`src/rtl/core/rfa_pkg.sv`:
```
// Shared constants and types for the radiative flux attenuation block.
`timescale 1ns / 1ps
package rfa_pkg;

  localparam int DEPTH_BITS_DEF = 48;

  localparam int COORD_W = 32;
  localparam int FLUX_W  = 31;
  localparam int DIFF_W  = 33;
  localparam int MUL_W   = 33;
  localparam int PROD_W  = 2 * MUL_W;
  localparam int SQ_W    = 66;
  localparam int ROOT_W  = 34;
  localparam int DIST_W  = 33;
  localparam int Q62_W   = 64;
  localparam int ACC_W   = 128;
  localparam int INC_W   = 49;
  localparam int INC_LSB = 16;
  localparam int EXP_LIM_BIT = 21;
  localparam int R_SHIFT = 41;
  localparam int KDIV_W  = 5;
  localparam int SERIES_TERMS = 16;
  localparam int SQUARINGS = 5;

  localparam logic [Q62_W-1:0] ONE_Q62 = 64'h4000_0000_0000_0000;

  typedef struct packed {
    logic busy;
    logic done;
  } unit_stat_t;

endpackage

```
`src/rtl/core/rfa_divk.sv`:
```
// Divides a 64-bit value by a small term index, eight quotient bits per cycle.
`timescale 1ns / 1ps
module rfa_divk (
  input  logic                         clk,
  input  logic                         rst_n,
  input  logic                         start,
  input  logic [rfa_pkg::Q62_W-1:0]    x,
  input  logic [rfa_pkg::KDIV_W-1:0]   k,
  output rfa_pkg::unit_stat_t          stat,
  output logic [rfa_pkg::Q62_W-1:0]    q
);

  localparam int BITS_PER_CYC = 8;
  localparam int STEPS = rfa_pkg::Q62_W / BITS_PER_CYC;
  localparam int CNT_W = $clog2(STEPS + 1);
  localparam int REM_W = rfa_pkg::KDIV_W - 1;

  logic [rfa_pkg::Q62_W-1:0]  x_r;
  logic [rfa_pkg::KDIV_W-1:0] k_r;
  logic [REM_W-1:0]           rem_r;
  logic [CNT_W-1:0]           cnt_r;
  logic                       busy_r;
  logic                       done_r;
  logic [rfa_pkg::Q62_W-1:0]  x_step;
  logic [REM_W-1:0]           rem_step;

  // The running word shifts out dividend bits at the top and takes
  // quotient bits in at the bottom.
  always_comb begin
    logic [rfa_pkg::KDIV_W-1:0] t;
    x_step   = x_r;
    rem_step = rem_r;
    for (int i = 0; i < BITS_PER_CYC; i++) begin
      t      = {rem_step, x_step[rfa_pkg::Q62_W-1]};
      x_step = {x_step[rfa_pkg::Q62_W-2:0], 1'b0};
      if (t >= k_r) begin
        rem_step  = REM_W'(t - k_r);
        x_step[0] = 1'b1;
      end else begin
        rem_step = t[REM_W-1:0];
      end
    end
  end

  always_ff @(posedge clk) begin
    if (!rst_n) begin
      busy_r <= 1'b0;
      done_r <= 1'b0;
      cnt_r  <= '0;
    end else begin
      done_r <= 1'b0;
      if (start) begin
        x_r    <= x;
        k_r    <= k;
        rem_r  <= '0;
        cnt_r  <= CNT_W'(STEPS);
        busy_r <= 1'b1;
      end else if (busy_r) begin
        x_r   <= x_step;
        rem_r <= rem_step;
        cnt_r <= cnt_r - 1'b1;
        if (cnt_r == CNT_W'(1)) begin
          busy_r <= 1'b0;
          done_r <= 1'b1;
        end
      end
    end
  end

  assign stat.busy = busy_r;
  assign stat.done = done_r;
  assign q         = x_r;

endmodule
```
`config.mk`:
```
export PLATFORM = sky130hd
export DESIGN_NAME = rfa_divk
export DESIGN_NICKNAME = d
export VERILOG_FILES = /design/src/rtl/core/rfa_pkg.sv /design/src/rtl/core/rfa_divk.sv
export SDC_FILE = /design/constraint.sdc
export NUM_CORES = 1
export LEC_CHECK = 0
export BUFFER_PORTS_ARGS = -buffer_cell sky130_fd_sc_hd__buf_2
export CORE_AREA = 2 2 108 110
export CTS_CLUSTER_DIAMETER = 200
export DETAILED_ROUTE_END_ITERATION = 8
export DIE_AREA = 0 0 110 112
export PLACE_DENSITY = 0.75
export SYNTH_ARGS = -nofsm -noshare
export SYNTH_HDL_FRONTEND = slang
export SYNTH_SLANG_ARGS = --single-unit
```
`constraint.sdc`:
```
create_clock -name clk -period 10.84 [get_ports clk]
set_clock_uncertainty 0.05 [all_clocks]
set_input_delay 0.542 -clock clk [delete_from_list [all_inputs] [get_ports clk]]
set_output_delay 0.542 -clock clk [all_outputs]
set_load 0.05 [all_outputs]
```
==> results.cfg <==
[worst_setup_path]
worstPathArrival_ns = 10.17
worst-path-stages = 44
r2r_cells = 44
rr_startpoint = rem_r[1]
r2r_slack_ns = 0.71
cpPeakStageDelay_ns = 0.41
crit_buf_inv = 2
crit_path_end_kind = flip-flop
cp-startpoint = rem_r[1]
start_kind = flip-flop
rr_endpoint = rem_r[3]
path_common_cell = ha_1
critical_path_required_ns = 10.88
cp_max_fo = 8
slowest_stage = edfxtp_1
critical_path_class = reg -> reg
cp_top_family = compound AO/OA/AOI/OAI gates
crit_path_end = rem_r[3]

[global_routing]
track_usage_pct = 20.9
grt_max_degree = 66
grt_pass1_vias = 3898
antenna_found_initial = 0
grt.overflow.total = 0
grt_pass1_wl_mm = 19.5

[detailed_routing]
drtIter0Drc = 164
drc = 0
wl_per_cell_um = 17.8
ant_nets = 0
wirelength_mm = 12.3
drtPass1Iterations = 4
viasPerCell = 5.34
vias = 3699

[cells_and_area]
final_cell_mix = buf_2 (137), edfxtp_1 (73), mux2_2 (69)
layout.nets = 667
syn_to_final_growth_pct = 26.5
layout_commonest_cell = buf_2
antenna_cells = 0
instances_no_fill = 693
multi_input_area_um2 = 2490
drive_gt1_share_pct = 46.9
fill_cells = 898
fin_util_pct = 55.7
seqCellArea_um2 = 2310

[hold_path]
hold_path.class = in -> reg

[run_status]
outcome = complete, no violations

[synthesis]
netlist_instances = 389
yosys_warnings = 0
ys_seq_area_share_pct = 47.0
async_flop_share_pct = 0
syn-cell-area_um2 = 4920
postSynthAreaPerCell_um2 = 12.7
ys_types = 38
synth-edff-count = 73
yosys_register_bits = 79
syn_nets = 511
ys.flop_type = edfxtp_1

[cts]
hold_buffers = 0
cts-root-buf = clkbuf_16
clockBufferDepth = 2
cts.sinks = 79
clk_latency_ns = 0.34
cts_tree = yes
clk_pin_slew_ns = 0.06
cts_buffers = 9
htreeDepth = 3

[timing]
setup_viol = 0
tightest_slew_ns = 0.794
timing.final.crit_share_pct = 93.4
fin_crit_ns = 10.13
fmax_mhz = 98.7
hold_viol = 0
timing.hold.ws_ns = 0.328
slew-limit-headroom_pct = 47.1
slew_violations = 0
fin_ws_ns = 0.712

[placed_design]
dp.cells = 668
dpl.hpwl_mm = 9.26
gp_congestion = 0.928
port_buffers = 137
dpl_worst_slack_ns = 0.199

[floorplanning]
rows = 39
die_h_um = 112
coreArea_um2 = 11200
dieWidth_um = 110
die_area_um2 = 12300
initial_core_util_pct = 44.1
io_pins = 138

[flow_run]
maxCapViolations = 0
-- layer usage --
layer / share of wire, % / track usage [%]
met4: 2.8 / 8.86
met1: 40 / 25.7
met2: 50 / 34.3
met5: 0 / 0
met3: 7.3 / 5.80
-- state kept, by name (all words and copies together), names as in the netlist --
| register | cells |
|---|---|
| done_r | 1 |
| rem_r | 4 |
| k_r | 5 |
| cnt_r | 4 |
| q | 64 |
| busy_r | 1 |
-- per-stage QoR --
| step | setup TNS, ns | area [µm²] |
|---|---|---|
| floorplan | 0 | 4920 |
| global placement | 0 | 5810 |
| detailed placement | 0 | 5810 |
| CTS | 0 | 6120 |
| global route | -0.0268 | 6230 |
| finish | 0 | 6230 |
-- synthesized netlist by cell type (all sizes together) (2+ instances only) --
cell	count	share of area, %
nor2b	4	0.51
ha	42	11
mux2	71	16
nand2	19	1.4
a21o	14	2.1
a31o	3	0.53
a211oi	5	0.86
a31oi	11	1.4
a21oi	21	2.1
o21a	3	0.46
edfxtp	73	45
buf	2	0.30
xor2	5	0.89
clkbuf	8	0.61
xnor2	14	2.5
nand2b	5	0.64
o21ai	9	1.2
dfxtp	6	2.4
mux2i	8	1.6
fa	8	3.3
nor2	13	0.99
inv	32	2.4
nor3b	2	0.30
-- kinds of logic (layout without fill, tap and decap cells) --
logic type               Yosys count  after routing  synth area share [%]
multiplexers                      79             79                  18.0
flip-flops                        79             79                  47.0
AO/OA/AOI/OAI                     73             73                  9.91
adder cells (fa/ha/maj)           50             50                  13.9
AND/OR/NAND/NOR                   47             47                  4.47
buffers and inverters             42            203                  3.35
XOR/XNOR                          19             19                  3.38
-- worst min-delay path by stage --
stage	startpoint	end	slack, ns	cells after the start
after floorplan	cnt_r[1]	cnt_r[1]	0.42	2
after global placement	cnt_r[1]	cnt_r[1]	0.43	2
after detailed placement	cnt_r[1]	cnt_r[1]	0.44	2
after CTS	k[3]	k_r[3]	0.32	1
after global routing	k[2]	k_r[2]	0.32	1
final	k[0]	k_r[0]	0.33	1
-- final cells by class --
type / instances / share of cell area [%]
Clock inverter: 7 / 1.25
Clock buffer: 9 / 3.62
Tap cell: 143 / 2.87
Timing Repair Buffer: 155 / 13.2
Multi-Input combinational cell: 268 / 40.0
Sequential cell: 79 / 37.1
Inverter: 32 / 1.93
-- worst reg2reg max path, delay by kind of cell, from the launching register on --
kind                     cells  cell delay [ns]
AO/OA/AOI/OAI               27             4.78
adder cells (fa/ha/maj)      8             2.70
buffers and inverters        2             0.28
flip-flops                   1             0.41
multiplexers                 4             1.41
AND/OR/NAND/NOR              3             0.27
-- timing repair --
action                     in CTS  in global routing
buffers inserted                0                  9
resized for setup               0                 10
setup endpoints to repair       0                  5
Power is not shown: default switching activity piles up to over one toggle a cycle in this logic, so the estimate is an artifact.
