==> src/rtl/core/rfa_pkg.sv <==
// Shared constants and types for the radiative flux attenuation block.
`timescale 1ns / 1ps
package rfa_pkg;

  localparam int DEPTH_BITS_DEF = 48;

  localparam int COORD_W = 32;
  localparam int FLUX_W  = 31;
  localparam int DIFF_W  = 33;
  localparam int MUL_W   = 33;
  localparam int PROD_W  = 2 * MUL_W;
  localparam int SQ_W    = 66;
  localparam int ROOT_W  = 34;
  localparam int DIST_W  = 33;
  localparam int Q62_W   = 64;
  localparam int ACC_W   = 128;
  localparam int INC_W   = 49;
  localparam int INC_LSB = 16;
  localparam int EXP_LIM_BIT = 21;
  localparam int R_SHIFT = 41;
  localparam int KDIV_W  = 5;
  localparam int SERIES_TERMS = 16;
  localparam int SQUARINGS = 5;

  localparam logic [Q62_W-1:0] ONE_Q62 = 64'h4000_0000_0000_0000;

  typedef struct packed {
    logic busy;
    logic done;
  } unit_stat_t;

endpackage

==> src/rtl/core/rfa_mul.sv <==
// Shared 33 x 33 unsigned multiplier with a registered product.
`timescale 1ns / 1ps
module rfa_mul (
  input  logic                        clk,
  input  logic [rfa_pkg::MUL_W-1:0]   mul_a,
  input  logic [rfa_pkg::MUL_W-1:0]   mul_b,
  output logic [rfa_pkg::PROD_W-1:0]  prod
);

  logic [rfa_pkg::PROD_W-1:0] prod_r;

  always_ff @(posedge clk) begin
    prod_r <= rfa_pkg::PROD_W'(mul_a) * rfa_pkg::PROD_W'(mul_b);
  end

  assign prod = prod_r;

endmodule

==> config.mk <==
export PLATFORM = sky130hd
export DESIGN_NAME = rfa_mul
export DESIGN_NICKNAME = d
export VERILOG_FILES = /design/src/rtl/core/rfa_pkg.sv /design/src/rtl/core/rfa_mul.sv
export SDC_FILE = /design/constraint.sdc
export NUM_CORES = 2
export LEC_CHECK = 0
export BUFFER_PORTS_ARGS = -buffer_cell sky130_fd_sc_hd__buf_2
export CAP_MARGIN = 20
export CORE_UTILIZATION = 65
export CTS_BUF_LIST = sky130_fd_sc_hd__clkbuf_4 sky130_fd_sc_hd__clkbuf_8
export CTS_CLUSTER_DIAMETER = 100
export DETAILED_ROUTE_END_ITERATION = 12
export PLACE_DENSITY = 0.83
export REMOVE_ABC_BUFFERS = 1
export SLEW_MARGIN = 20
export SYNTH_ARGS = -nofsm -noshare
export SYNTH_HDL_FRONTEND = slang
export SYNTH_SLANG_ARGS = --single-unit
==> constraint.sdc <==
create_clock -name clk -period 15.6 [get_ports clk]
set_input_delay 3.12 -clock clk [delete_from_list [all_inputs] [get_ports clk]]
set_output_delay 3.12 -clock clk [all_outputs]
set_load 0.01 [all_outputs]
==> impl_table.tex <==
\begin{tabular}{lr}
\hline
Metric & Value \\
\hline
\multicolumn{2}{l}{\textbf{Worst hold path}} \\
Depth of the worst hold-timing path & 2 \\
Path category of the worst min-delay check & in2reg \\
\multicolumn{2}{l}{\textbf{Floorplan}} \\
Standard-cell row count & 86 \\
Vertical extent of the die & 239 um \\
Initial Util & 66.1\% \\
I/O pin total & 133 \\
Die footprint & 0.0573 mm\^{}2 \\
Total core area & 0.0554 mm\^{}2 \\
Die width & 239 um \\
\multicolumn{2}{l}{\textbf{Setup path}} \\
WP data required & 15.91 ns \\
Maximum single-stage delay on the critical path & 0.67 ns \\
Worst-path maximum fanout & 33 \\
Crit-path slowest cell & buf\_2 \\
Critical path class & in2reg \\
Type of destination of the critical path & flop \\
Top delay family on crit path & adder cells \\
Arrival time reported for the critical path endpoint & 11.25 ns \\
Most frequent CP cell & fa\_1 \\
Startpoint type of the worst setup path & primary input \\
Buffers plus inverters on the worst setup path & 4 \\
Critical-path cell list & buf\_2 > nand2\_1 > fa\_1 > fa\_1 > fa\_1 > fa\_1 > fa\_1 > inv\_1 > fa\_1 > fa\_1 > inv\_1 > fa\_1 > inv\_1 > ha\_1 > nand2\_1 > or4\_1 > or3\_1 > o22ai\_1 > o211a\_1 > o21ai\_2 > nand3b\_4 > o31a\_1 > o21ai\_2 > xor2\_1 \\
Instance count on the critical path & 24 \\
\multicolumn{2}{l}{\textbf{Finish}} \\
Synth-to-layout area growth & 2.94\% \\
Layout cells sized above 1 & 4.08\% \\
Reg area & 0.00132 mm\^{}2 \\
Combined area of the multi-input logic cells & 0.0306 mm\^{}2 \\
Flip-flop count of the largest register, all copies and words added & 66 \\
Util after Layout & 68.0\% \\
Fill cell instance count of the final layout & 4264 \\
Final \#Nets & 5279 \\
\multicolumn{2}{l}{\textbf{Detailed routing}} \\
Iteration-0 DRC Markers & 1757 \\
Via count & 26711 \\
Drt first pass iters & 7 \\
Detailed-route vias per instance & 5.63 \\
Wire length per cell & 19.0 um \\
Detail Route Antenna Nets & 0 \\
DRC violations left & 0 \\
Overall routed net length & 90.2 mm \\
\multicolumn{2}{l}{\textbf{STA}} \\
Final-layout setup total negative slack & 0 ns \\
Portion of the clock cycle consumed by the worst path in the final layout & 70.1\% \\
Final Setup Violations & 0 \\
Number of hold violations in the final report & 0 \\
RSZ-0062 raised after global routing & false \\
Setup slack of the critical path after layout & 4.66 ns \\
Max Fclk & 91.4 MHz \\
Transition time of the tightest slew-check pin & 0.913 ns \\
Headroom to the max-slew limit & 39.1\% \\
Minimum clock period & 10.94 ns \\
Final Max Slew Viols & 0 \\
\multicolumn{2}{l}{\textbf{Yosys}} \\
Flop and latch count out of synthesis & 66 \\
Commonest register cell after synthesis & dfxtp\_1 \\
Number of enable-type register cells in the synthesized netlist & 0 \\
Average size of a mapped cell & 9.04 um\^{}2 \\
Number of unique standard cell types used by synthesis & 57 \\
Portion of the post-synthesis area used by sequential elements & 3.61\% \\
Synthesized instance count & 4048 \\
Post-Synthesis Cell Area & 0.0366 mm\^{}2 \\
Synth warnings & 0 \\
Async set or reset register ratio after synthesis & 0\% \\
\multicolumn{2}{l}{\textbf{Run status}} \\
Run status & completed \\
\multicolumn{2}{l}{\textbf{Placement}} \\
HPWL after DPL & 71.2 mm \\
Count of input and output buffers & 132 \\
Gpl congestion & 0.961 \\
Post-placement worst setup slack & 4.35 ns \\
\multicolumn{2}{l}{\textbf{Clock tree}} \\
Total clock buffers created by CTS & 9 \\
Post-CTS clock slew at the launch and capture registers of the worst setup and hold paths & 0.09 ns \\
Cts-stage hold buffer count & 0 \\
Number of buffers inserted to repair setup after CTS & 0 \\
Number of sinks driven by the clock tree & 66 \\
Clock tree from TritonCTS & built \\
Clock buffer depth & 2 \\
Number of H-tree levels & 3 \\
Count of instances resized after the clock tree is built & 0 \\
Clk Tree Root Cell & clkbuf\_8 \\
\multicolumn{2}{l}{\textbf{GRT}} \\
GR Overflow Total & 0 \\
Global-route wire length before repair & 150 mm \\
Via count of the first global-routing pass & 29627 \\
Number of antenna violations at the first check in global routing & 1 \\
Pin count of the biggest net entering global routing & 34 \\
GRT Util Overall & 33.8\% \\
\multicolumn{2}{l}{\textbf{Run}} \\
Number of max-cap violations & 0 \\
\hline
\end{tabular}
[cells in the final DEF, fill, tap and decap left out, types with 3 or more instances in the layout]
cell type / count
nand2_1: 567
and3_1: 7
inv_1: 1048
nand3_1: 10
inv_6: 4
nand4_1: 16
and4_1: 4
fa_1: 958
o21ai_0: 15
a21oi_1: 73
nor2_1: 33
a31oi_1: 6
o21a_1: 7
a21o_1: 31
a211oi_1: 5
xnor2_1: 41
dfxtp_1: 66
nor3_1: 4
ha_1: 265
clkbuf_8: 9
a21boi_1: 3
o21bai_1: 8
xor2_1: 24
buf_2: 132
nor2b_1: 6
and2_1: 574
o31ai_1: 3
buf_4: 9
o21ai_1: 23
[per-stage QoR]
step | instance area [um^2] | instances | hold WS [ns]
detailed placement | 37500 | 4726 | 3.51
CTS | 37700 | 4742 | 3.31
global route | 37700 | 4742 | 3.34
global placement | 37500 | 4726 | 3.51
finish | 37700 | 4743 | 3.34
floorplan | 35800 | 3837 | 3.24
[synth_stat cells, drive strengths merged (2+ instances only)]
cell | instances | area, um^2
a211o | 2 | 17.5
a211oi | 5 | 37.5
a21boi | 3 | 22.5
a21o | 31 | 233
a21oi | 73 | 365
a221oi | 2 | 17.5
a31o | 2 | 17.5
a31oi | 6 | 37.5
and2 | 574 | 3590
and3 | 7 | 43.8
and4 | 4 | 35.0
buf | 2 | 10.0
clkbuf | 209 | 785
dfxtp | 66 | 1320
fa | 958 | 19200
ha | 265 | 3320
inv | 1049 | 3940
nand2 | 568 | 2130
nand2b | 2 | 12.5
nand3 | 10 | 50.1
nand4 | 16 | 100
nor2 | 33 | 124
nor2b | 6 | 37.5
nor3 | 4 | 20.0
nor4 | 2 | 12.5
o211ai | 2 | 15.0
o21a | 7 | 52.6
o21ai | 40 | 208
o21bai | 8 | 60.1
o31a | 2 | 17.5
o31ai | 3 | 22.5
o41ai | 2 | 17.5
or3 | 2 | 12.5
xnor2 | 41 | 359
xor2 | 24 | 210
[metal layers]
| metal | vias to the layer above | track usage (%) | share of wire (%) |
|---|---|---|---|
| met5 | - | 0 | 0 |
| met4 | 0 | 15.2 | 4.7 |
| met3 | 254 | 5.49 | 7.8 |
| met2 | 1229 | 58.2 | 50 |
| met1 | 13835 | 42.1 | 37 |
| li1 | 11393 | - | - |
[path summary, 6_finish.rpt]
check	endpoint	slack, ns	startpoint
setup / recovery	prod[58]	4.66	mul_a[16]
hold / removal	prod[0]	3.34	mul_b[0]
[logic make-up after synthesis]
group                      count (synthesis)  share of synthesized area, %
AOI/OAI and AO/OA                        201                          3.45
xor gates and xnor gates                  65                          1.56
DFF                                       66                          3.61
buffers and inverters                   1260                          12.9
adders and majority gates               1223                          61.5
and+or+nand+nor                         1233                          17.0
[area by class of cell]
cell class / count / share of cell area (%)
flip-flops and latches: 66 / 3.51
multi-input cells: 2722 / 81.1
diodes: 1 / 0.00664
clock inverters: 7 / 0.216
repair buffers: 141 / 1.93
well taps: 748 / 2.48
inverters: 1049 / 10.4
clock buffers: 9 / 0.329
Power is left out: the tool's default activity adds up to more than one toggle a clock period on the data nets, which glitch-free logic cannot reach.
