<file path="src/rtl/core/rfa_pkg.sv">
// Shared constants and types for the radiative flux attenuation block.
`timescale 1ns / 1ps
package rfa_pkg;

  localparam int DEPTH_BITS_DEF = 48;

  localparam int COORD_W = 32;
  localparam int FLUX_W  = 31;
  localparam int DIFF_W  = 33;
  localparam int MUL_W   = 33;
  localparam int PROD_W  = 2 * MUL_W;
  localparam int SQ_W    = 66;
  localparam int ROOT_W  = 34;
  localparam int DIST_W  = 33;
  localparam int Q62_W   = 64;
  localparam int ACC_W   = 128;
  localparam int INC_W   = 49;
  localparam int INC_LSB = 16;
  localparam int EXP_LIM_BIT = 21;
  localparam int R_SHIFT = 41;
  localparam int KDIV_W  = 5;
  localparam int SERIES_TERMS = 16;
  localparam int SQUARINGS = 5;

  localparam logic [Q62_W-1:0] ONE_Q62 = 64'h4000_0000_0000_0000;

  typedef struct packed {
    logic busy;
    logic done;
  } unit_stat_t;

endpackage

</file>
<file path="src/rtl/core/rfa_isqrt.sv">
// Digit-by-digit integer square root, one root bit per cycle.
`timescale 1ns / 1ps
module rfa_isqrt (
  input  logic                        clk,
  input  logic                        rst_n,
  input  logic                        start,
  input  logic [rfa_pkg::SQ_W-1:0]    radicand,
  output rfa_pkg::unit_stat_t         stat,
  output logic [rfa_pkg::ROOT_W-1:0]  root
);

  localparam int RAD_W = 2 * rfa_pkg::ROOT_W;
  localparam int REM_W = rfa_pkg::ROOT_W + 3;
  localparam int CNT_W = $clog2(rfa_pkg::ROOT_W + 1);

  logic [RAD_W-1:0]           rad_r;
  logic [REM_W-1:0]           rem_r;
  logic [rfa_pkg::ROOT_W-1:0] root_r;
  logic [CNT_W-1:0]           cnt_r;
  logic                       busy_r;
  logic                       done_r;
  logic [REM_W-1:0]           rem_sh;
  logic [REM_W-1:0]           trial;
  logic                       fits;

  assign rem_sh = {rem_r[REM_W-3:0], rad_r[RAD_W-1 -: 2]};
  assign trial  = {1'b0, root_r, 2'b01};
  assign fits   = (rem_sh >= trial);

  always_ff @(posedge clk) begin
    if (!rst_n) begin
      busy_r <= 1'b0;
      done_r <= 1'b0;
      cnt_r  <= '0;
    end else begin
      done_r <= 1'b0;
      if (start) begin
        rad_r  <= RAD_W'(radicand);
        rem_r  <= '0;
        root_r <= '0;
        cnt_r  <= CNT_W'(rfa_pkg::ROOT_W);
        busy_r <= 1'b1;
      end else if (busy_r) begin
        rad_r  <= {rad_r[RAD_W-3:0], 2'b00};
        rem_r  <= fits ? (rem_sh - trial) : rem_sh;
        root_r <= {root_r[rfa_pkg::ROOT_W-2:0], fits};
        cnt_r  <= cnt_r - 1'b1;
        if (cnt_r == CNT_W'(1)) begin
          busy_r <= 1'b0;
          done_r <= 1'b1;
        end
      end
    end
  end

  assign stat.busy = busy_r;
  assign stat.done = done_r;
  assign root      = root_r;

endmodule

</file>
<file path="config.mk">
export PLATFORM = sky130hd
export DESIGN_NAME = rfa_isqrt
export DESIGN_NICKNAME = d
export VERILOG_FILES = /design/src/rtl/core/rfa_pkg.sv /design/src/rtl/core/rfa_isqrt.sv
export SDC_FILE = /design/constraint.sdc
export NUM_CORES = 1
export LEC_CHECK = 0
export BUFFER_PORTS_ARGS = -buffer_cell sky130_fd_sc_hd__buf_2
export CAP_MARGIN = 20
export CORE_ASPECT_RATIO = 1.25
export CORE_UTILIZATION = 50
export CTS_CLUSTER_DIAMETER = 60
export DETAILED_ROUTE_END_ITERATION = 12
export HOLD_SLACK_MARGIN = 0.12
export PLACE_DENSITY = 0.83
export SLEW_MARGIN = 40
export SYNTH_ARGS = -nofsm -noshare
export SYNTH_HDL_FRONTEND = slang
export SYNTH_SLANG_ARGS = --single-unit
</file>
<file path="constraint.sdc">
create_clock -name clk -period 5.4 [get_ports clk]
set_input_delay 1.08 -clock clk [delete_from_list [all_inputs] [get_ports clk]]
set_output_delay 1.08 -clock clk [all_outputs]
set_load 0.1 [all_outputs]
</file>
==> flow_results.xml, run 1 <==
<?xml version="1.0" encoding="UTF-8"?>
<metrics>
  <group name="layout">
    <metric name="layout.cell_area.non_filler" unit="um2">9330</metric>
    <metric name="area_growth" unit="%">16.0</metric>
    <metric name="postLayoutCoreUtil" unit="">0.597</metric>
    <metric name="drive_gt1_frac" unit="">0.291</metric>
    <metric name="final_cell_mix" unit="">sky130_fd_sc_hd__edfxtp_1, sky130_fd_sc_hd__buf_2, sky130_fd_sc_hd__nor2_1</metric>
    <metric name="mostFrequentLayoutCell" unit="">sky130_fd_sc_hd__edfxtp_1</metric>
    <metric name="final_nets" unit="">881</metric>
    <metric name="antennaDiodeCount" unit="">0</metric>
  </group>
  <group name="grt">
    <metric name="grt_overflow_total" unit="">0</metric>
    <metric name="groute.usage.overall" unit="">0.203</metric>
    <metric name="grt_antenna_before_repair" unit="">0</metric>
    <metric name="grt_start_max_net_pins" unit="">77</metric>
    <metric name="first_global_vias" unit="">5493</metric>
    <metric name="grt_first_pass_wirelength" unit="um">25600</metric>
  </group>
  <group name="synthesis">
    <metric name="synthDominantAreaCellType" unit="">sky130_fd_sc_hd__edfxtp_1</metric>
    <metric name="yosys_warnings" unit="">0</metric>
    <metric name="synth_top_cells_by_area" unit="">sky130_fd_sc_hd__edfxtp_1, sky130_fd_sc_hd__mux2_2, sky130_fd_sc_hd__ha_1, sky130_fd_sc_hd__nor2_1, sky130_fd_sc_hd__xnor2_1</metric>
    <metric name="synth_instances" unit="">676</metric>
    <metric name="synth_sequential_area_ratio" unit="">0.532</metric>
    <metric name="synthesis.nets" unit="">783</metric>
    <metric name="ys_types" unit="">63</metric>
    <metric name="ys.flop_type" unit="">sky130_fd_sc_hd__edfxtp_1</metric>
    <metric name="total_standard_cell_area_after_synthesis" unit="um2">8040</metric>
    <metric name="postSynth.asyncResetShare" unit="">0</metric>
    <metric name="synth.ff_latch_count" unit="">145</metric>
    <metric name="yosysTopAreaCellShare" unit="">0.512</metric>
    <metric name="avgSynthCellArea" unit="um2">11.9</metric>
    <metric name="synth-edff-count" unit="">137</metric>
  </group>
  <group name="critical_path">
    <metric name="cp.depth" unit="">11</metric>
    <metric name="most_repeated_library_cell_on_the_critical_path" unit="">sky130_fd_sc_hd__o21ai_2</metric>
    <metric name="regToRegStartpoint" unit="">rem_r[0]</metric>
    <metric name="crit_path_cells" unit="">ha_1 &gt; o21a_2 &gt; o22ai_2 &gt; or4_4 &gt; a21oi_4 &gt; o21ai_2 &gt; o21ai_2 &gt; a21bo_4 &gt; buf_4 &gt; xnor2_1 &gt; nor2_1</metric>
    <metric name="critical_path.endpoint_type" unit="">register</metric>
    <metric name="reg2regPathDepth" unit="">11</metric>
    <metric name="critical_path.max_fanout" unit="">41</metric>
    <metric name="crit_slowest_cell" unit="">sky130_fd_sc_hd__a21bo_4</metric>
    <metric name="worstPathArrival" unit="ns">3.50</metric>
    <metric name="buffers_plus_inverters_on_the_worst_setup_path" unit="">1</metric>
    <metric name="worstSetupPathType" unit="">register to register</metric>
    <metric name="crit_start" unit="">rem_r[0]</metric>
    <metric name="crit_path_start_kind" unit="">register</metric>
    <metric name="crit_path_max_incr_delay" unit="ns">0.62</metric>
    <metric name="timing.critical_path.required" unit="ns">5.56</metric>
    <metric name="cpLargestDelayFamily" unit="">compound AO/OA/AOI/OAI gates</metric>
  </group>
  <group name="floorplanning">
    <metric name="row_count" unit="">51</metric>
    <metric name="chipHeight" unit="um">144</metric>
    <metric name="core_area" unit="um2">15600</metric>
    <metric name="chipWidth" unit="um">115</metric>
    <metric name="die_area" unit="um2">16600</metric>
    <metric name="start_util" unit="">0.514</metric>
    <metric name="design.portCount" unit="">105</metric>
  </group>
  <group name="clock_tree">
    <metric name="numCtsBuffers" unit="">17</metric>
    <metric name="clock_latency" unit="ns">0.42</metric>
    <metric name="hold_buffers" unit="">0</metric>
    <metric name="postCtsResizedCells" unit="">0</metric>
    <metric name="post-cts-setup-buffer-count" unit="">0</metric>
    <metric name="cts.path.max_buffers" unit="">2</metric>
    <metric name="clock-root-buffer" unit="">sky130_fd_sc_hd__clkbuf_16</metric>
    <metric name="htreeDepth" unit="">4</metric>
    <metric name="clk_transition_reported_paths" unit="ns">0.06</metric>
    <metric name="cts_tree" unit="">built</metric>
    <metric name="clkSinkCount" unit="">145</metric>
  </group>
  <group name="timing">
    <metric name="worst_pin_slew" unit="ns">0.760</metric>
    <metric name="final_max_slew_viol_count" unit="">0</metric>
    <metric name="setup_repair_after_global_routing_missed_its_margin" unit="">false</metric>
    <metric name="setup-violations-final" unit="">0</metric>
    <metric name="fin_skew" unit="ns">0.00922</metric>
    <metric name="final_hold_viol_count" unit="">0</metric>
    <metric name="final.setup.worst_slack" unit="ns">2.06</metric>
    <metric name="relative_max_transition_margin" unit="">0.493</metric>
    <metric name="final.setup.tns" unit="ns">0</metric>
    <metric name="period_minus_slack" unit="ns">3.34</metric>
    <metric name="timing.final.crit_share" unit="">0.619</metric>
    <metric name="maxClockFrequency" unit="MHz">299</metric>
  </group>
  <group name="min_path">
    <metric name="worstHoldPathCells" unit="">1</metric>
    <metric name="hold_path_startpoint" unit="">rad_r[65]</metric>
    <metric name="holdCritPathClass" unit="">register to register</metric>
  </group>
  <group name="routing">
    <metric name="drt.antenna.violating_nets" unit="">0</metric>
    <metric name="routed-via-count" unit="">5410</metric>
    <metric name="detail_routed_net_length_per_standard_cell" unit="um">15.9</metric>
    <metric name="drcViolationCount" unit="">0</metric>
    <metric name="routed_wirelength" unit="um">15900</metric>
    <metric name="drt_pass1_iterations" unit="">4</metric>
    <metric name="vias_per_cell" unit="">5.42</metric>
    <metric name="drt_first_iter_violations" unit="">284</metric>
  </group>
  <group name="status">
    <metric name="status" unit="">completed</metric>
  </group>
  <group name="pwr">
    <metric name="vdd_ir_drop_max" unit="mV">0.268</metric>
    <metric name="leakagePower" unit="nW">3.86</metric>
    <metric name="totalPowerFinal" unit="mW">3.34</metric>
    <metric name="pwr_density_cell" unit="nW/um2">359</metric>
  </group>
  <group name="placed_design">
    <metric name="placed_area" unit="um2">8710</metric>
    <metric name="placement.setup.worst_slack" unit="ns">2.04</metric>
    <metric name="dp_hpwl" unit="um">11100</metric>
    <metric name="port_buffers" unit="">104</metric>
    <metric name="gp_routability_congestion" unit="">0.878</metric>
  </group>
  <group name="job">
    <metric name="drv.max_cap_violation_count" unit="">0</metric>
  </group>
</metrics>
## power by group
group	internal (mW)	switching [mW]	total [mW]
logic	0.310	0.494	0.804
clock network	0.687	0.470	1.16
registers	1.34	0.0387	1.38
total	2.34	1.00	3.34
## synthesized netlist by cell type, types with 3 or more instances
cell type                  count
sky130_fd_sc_hd__nor2b_1       6
sky130_fd_sc_hd__inv_1        46
sky130_fd_sc_hd__ha_1         38
sky130_fd_sc_hd__dfxtp_1       8
sky130_fd_sc_hd__o21bai_1      4
sky130_fd_sc_hd__o21a_1        9
sky130_fd_sc_hd__o31ai_1       3
sky130_fd_sc_hd__nor2_1       87
sky130_fd_sc_hd__mux2i_1      21
sky130_fd_sc_hd__nand4_1       9
sky130_fd_sc_hd__and2_1        4
sky130_fd_sc_hd__buf_4         3
sky130_fd_sc_hd__xor2_1       11
sky130_fd_sc_hd__nor3_1        4
sky130_fd_sc_hd__edfxtp_1    137
sky130_fd_sc_hd__mux2_2       65
sky130_fd_sc_hd__o21ai_0      15
sky130_fd_sc_hd__a211oi_2      8
sky130_fd_sc_hd__nand3_1       4
sky130_fd_sc_hd__and3_1        6
sky130_fd_sc_hd__o22ai_1       3
sky130_fd_sc_hd__or2_2         3
sky130_fd_sc_hd__nand2_1      31
sky130_fd_sc_hd__a21oi_1      32
sky130_fd_sc_hd__xnor2_1      25
sky130_fd_sc_hd__clkbuf_1     22
sky130_fd_sc_hd__a21o_1       23
## cell families (layout without fill, tap and decap cells)
group	count (synthesis)	in the layout	synth area share
adder cells (fa/ha/maj)	38	38	0.0591
buffers and inverters	77	188	0.0437
multiplexers	86	86	0.117
AND/OR/NAND/NOR	164	164	0.0912
XOR/XNOR	36	36	0.0392
flip-flops	145	145	0.532
AO/OA/AOI/OAI	130	130	0.118
## routing by layer
metal / global-route usage / routed length, um / up-vias
li1: - / - / 2665
met1: 0.231 / 6590 / 2547
met2: 0.345 / 7920 / 164
met3: 0.0658 / 1020 / 34
met4: 0.0916 / 387 / 0
met5: 0 / 0 / -
## layout make-up
cell class,count,area [um2]
Inverter,46,173
Timing Repair Buffer,110,593
Fill cell,1268,6310
Tap cell,212,265
Sequential cell,145,4270
Clock inverter,8,66.3
Multi-Input combinational cell,454,3430
Clock buffer,24,526
## state kept, by name, summed over array words and instances (netlist names)
name,count
cnt_r,6
rad_r,68
rem_r,35
done_r,1
busy_r,1
root,34
## metrics by stage
stage / cells / hold WS (ns)
finish: 999 / 0.537
global route: 999 / 0.565
CTS: 998 / 0.539
detailed placement: 966 / 0.524
global placement: 966 / 0.515
floorplan: 676 / 0.503
## final timing paths
check | end | slack, ns
min reg2reg | rad_r[67] | 0.54
max reg2reg | rem_r[0] | 2.06
max | rem_r[0] | 2.06
min | rad_r[67] | 0.54
No activity file was read; power rests on OpenSTA's default activity.
==> run 2: changes to the inputs <==
- PLACE_DENSITY: 0.83 -> 0.81
- clock period: 5.4 -> 3.1 ns (I/O delays scaled with it)
==> flow_results.xml, run 2 (synthesis gave the netlist of run 1 again) <==
<?xml version="1.0" encoding="UTF-8"?>
<metrics>
  <group name="clock_tree">
    <metric name="postCtsResizedCells" unit="">0</metric>
    <metric name="clock_latency" unit="ns">0.42</metric>
    <metric name="post-cts-setup-buffer-count" unit="">0</metric>
    <metric name="hold_buffers" unit="">0</metric>
    <metric name="cts_tree" unit="">built</metric>
    <metric name="clk_transition_reported_paths" unit="ns">0.06</metric>
    <metric name="cts.path.max_buffers" unit="">2</metric>
    <metric name="clock-root-buffer" unit="">sky130_fd_sc_hd__clkbuf_16</metric>
    <metric name="htreeDepth" unit="">4</metric>
    <metric name="clkSinkCount" unit="">145</metric>
    <metric name="numCtsBuffers" unit="">17</metric>
  </group>
  <group name="critical_path">
    <metric name="crit_path_start_kind" unit="">register</metric>
    <metric name="crit_start" unit="">rem_r[0]</metric>
    <metric name="setup.reg_to_reg.worst_slack" unit="ns">0.20</metric>
    <metric name="buffers_plus_inverters_on_the_worst_setup_path" unit="">1</metric>
    <metric name="crit_slowest_cell" unit="">sky130_fd_sc_hd__or4_4</metric>
    <metric name="cpLargestDelayFamily" unit="">compound AO/OA/AOI/OAI gates</metric>
    <metric name="timing.critical_path.required" unit="ns">3.25</metric>
    <metric name="crit_path_cells" unit="">ha_4 &gt; o21a_2 &gt; o22ai_2 &gt; or4_4 &gt; a21oi_4 &gt; o21ai_2 &gt; o21ai_2 &gt; a21bo_2 &gt; buf_12 &gt; mux2i_1 &gt; nor2_1</metric>
    <metric name="crit_path_max_incr_delay" unit="ns">0.47</metric>
    <metric name="critical_path.endpoint_type" unit="">register</metric>
    <metric name="regToRegStartpoint" unit="">rem_r[0]</metric>
    <metric name="reg2regPathDepth" unit="">11</metric>
    <metric name="cp.depth" unit="">11</metric>
    <metric name="end_of_the_worst_register_to_register_path" unit="">rem_r[24]</metric>
    <metric name="critical_path.max_fanout" unit="">27</metric>
    <metric name="most_repeated_library_cell_on_the_critical_path" unit="">sky130_fd_sc_hd__o21ai_2</metric>
    <metric name="worstPathArrival" unit="ns">3.05</metric>
    <metric name="worstSetupPathType" unit="">register to register</metric>
    <metric name="cp-endpoint" unit="">rem_r[24]</metric>
  </group>
  <group name="grt">
    <metric name="grt_antenna_before_repair" unit="">0</metric>
    <metric name="grt_overflow_total" unit="">0</metric>
    <metric name="groute.usage.overall" unit="">0.203</metric>
    <metric name="first_global_vias" unit="">5527</metric>
    <metric name="grt_start_max_net_pins" unit="">94</metric>
    <metric name="grt_first_pass_wirelength" unit="um">25900</metric>
  </group>
  <group name="timing">
    <metric name="final_hold_viol_count" unit="">0</metric>
    <metric name="timing.final.crit_share" unit="">0.935</metric>
    <metric name="whs" unit="ns">0.490</metric>
    <metric name="period_minus_slack" unit="ns">2.90</metric>
    <metric name="maxClockFrequency" unit="MHz">345</metric>
    <metric name="fin_skew" unit="ns">0.00882</metric>
    <metric name="final.setup.worst_slack" unit="ns">0.201</metric>
    <metric name="relative_max_transition_margin" unit="">0.597</metric>
    <metric name="setup-violations-final" unit="">0</metric>
    <metric name="worst_pin_slew" unit="ns">0.604</metric>
    <metric name="final_max_slew_viol_count" unit="">0</metric>
    <metric name="setup_repair_after_global_routing_missed_its_margin" unit="">false</metric>
  </group>
  <group name="floorplanning">
    <metric name="design.portCount" unit="">105</metric>
    <metric name="die_area" unit="um2">16600</metric>
    <metric name="chipWidth" unit="um">115</metric>
    <metric name="core_area" unit="um2">15600</metric>
    <metric name="row_count" unit="">51</metric>
    <metric name="start_util" unit="">0.514</metric>
    <metric name="chipHeight" unit="um">144</metric>
  </group>
  <group name="layout">
    <metric name="drive_gt1_frac" unit="">0.324</metric>
    <metric name="largest-register" unit="">rad_r</metric>
    <metric name="antennaDiodeCount" unit="">0</metric>
    <metric name="area_growth" unit="%">18.0</metric>
    <metric name="final_nets" unit="">884</metric>
    <metric name="largest_register_ffs" unit="">68</metric>
    <metric name="finalNonFillerCells" unit="">1002</metric>
    <metric name="final_cell_mix" unit="">sky130_fd_sc_hd__edfxtp_1, sky130_fd_sc_hd__buf_2, sky130_fd_sc_hd__nor2_1</metric>
    <metric name="mostFrequentLayoutCell" unit="">sky130_fd_sc_hd__edfxtp_1</metric>
  </group>
  <group name="placed_design">
    <metric name="gp_routability_congestion" unit="">0.858</metric>
    <metric name="port_buffers" unit="">104</metric>
    <metric name="placedCellCount" unit="">970</metric>
    <metric name="dp_hpwl" unit="um">11100</metric>
    <metric name="placement.setup.worst_slack" unit="ns">0.214</metric>
  </group>
  <group name="routing">
    <metric name="drt_first_iter_violations" unit="">265</metric>
    <metric name="routed_wirelength" unit="um">15700</metric>
    <metric name="drt.antenna.violating_nets" unit="">0</metric>
    <metric name="detail_routed_net_length_per_standard_cell" unit="um">15.6</metric>
    <metric name="drt_pass1_iterations" unit="">5</metric>
    <metric name="drcViolationCount" unit="">0</metric>
    <metric name="vias_per_cell" unit="">5.40</metric>
    <metric name="routed-via-count" unit="">5415</metric>
  </group>
  <group name="job">
    <metric name="drv.max_cap_violation_count" unit="">0</metric>
  </group>
  <group name="pwr">
    <metric name="leakagePower" unit="nW">3.87</metric>
    <metric name="vdd_ir_drop_max" unit="mV">0.383</metric>
    <metric name="pwr_density_cell" unit="nW/um2">623</metric>
  </group>
  <group name="min_path">
    <metric name="holdCritPathClass" unit="">primary input to register</metric>
  </group>
  <group name="status">
    <metric name="status" unit="">completed</metric>
  </group>
</metrics>
run 2: changes by cell type in the layout (fill, tap and decap cells not counted), moves of 3 or more:
cell,before,now
sky130_fd_sc_hd__ha_1,38,27
sky130_fd_sc_hd__inv_1,46,35
sky130_fd_sc_hd__clkbuf_16,20,17
sky130_fd_sc_hd__clkbuf_1,3,0
sky130_fd_sc_hd__inv_2,0,11
sky130_fd_sc_hd__ha_4,0,11
run 2: worst min path at each step:
stage               cells after the start        end  startpoint
floorplan                               2   cnt_r[4]    cnt_r[4]
global placement                        1  rad_r[52]   rad_r[50]
detailed placement                      1  rad_r[67]   rad_r[65]
CTS                                     2   cnt_r[5]       rst_n
global route                            2   cnt_r[5]       rst_n
finish                                  2   cnt_r[5]       rst_n
run 2: layout make-up:
class | count | area, um2
Clock buffer | 17 | 425
Clock inverter | 15 | 160
Fill cell | 1262 | 6150
Inverter | 46 | 173
Multi-Input combinational cell | 454 | 3560
Sequential cell | 145 | 4270
Tap cell | 212 | 265
Timing Repair Buffer | 113 | 628
run 2: routing by layer:
metal,vias to the layer above,part of all wire,GRT usage
li1,2665,-,-
met1,2587,0.43,0.241
met2,144,0.49,0.348
met3,19,0.059,0.0607
met4,0,0.014,0.0677
met5,-,0,0
run 2: stage by stage:
step                      TNS [ns]  utilization  power, mW  area, um2
after CTS                        0        0.607       5.94       9490
after detailed placement         0        0.569       3.89       8900
after global routing             0        0.607       6.17       9490
after floorplan              -6.48            -       3.61       8190
after global placement           0        0.569       3.87       8900
final                            0        0.607       5.91       9490
run 2: power breakdown:
group / switching, mW / total, mW / leakage (nW) / internal (mW)
clock: 0.855 / 2.05 / 0.280 / 1.19
combinational: 0.856 / 1.44 / 2.20 / 0.587
sequential: 0.0763 / 2.42 / 1.39 / 2.34
total: 1.79 / 5.91 / 3.87 / 4.12
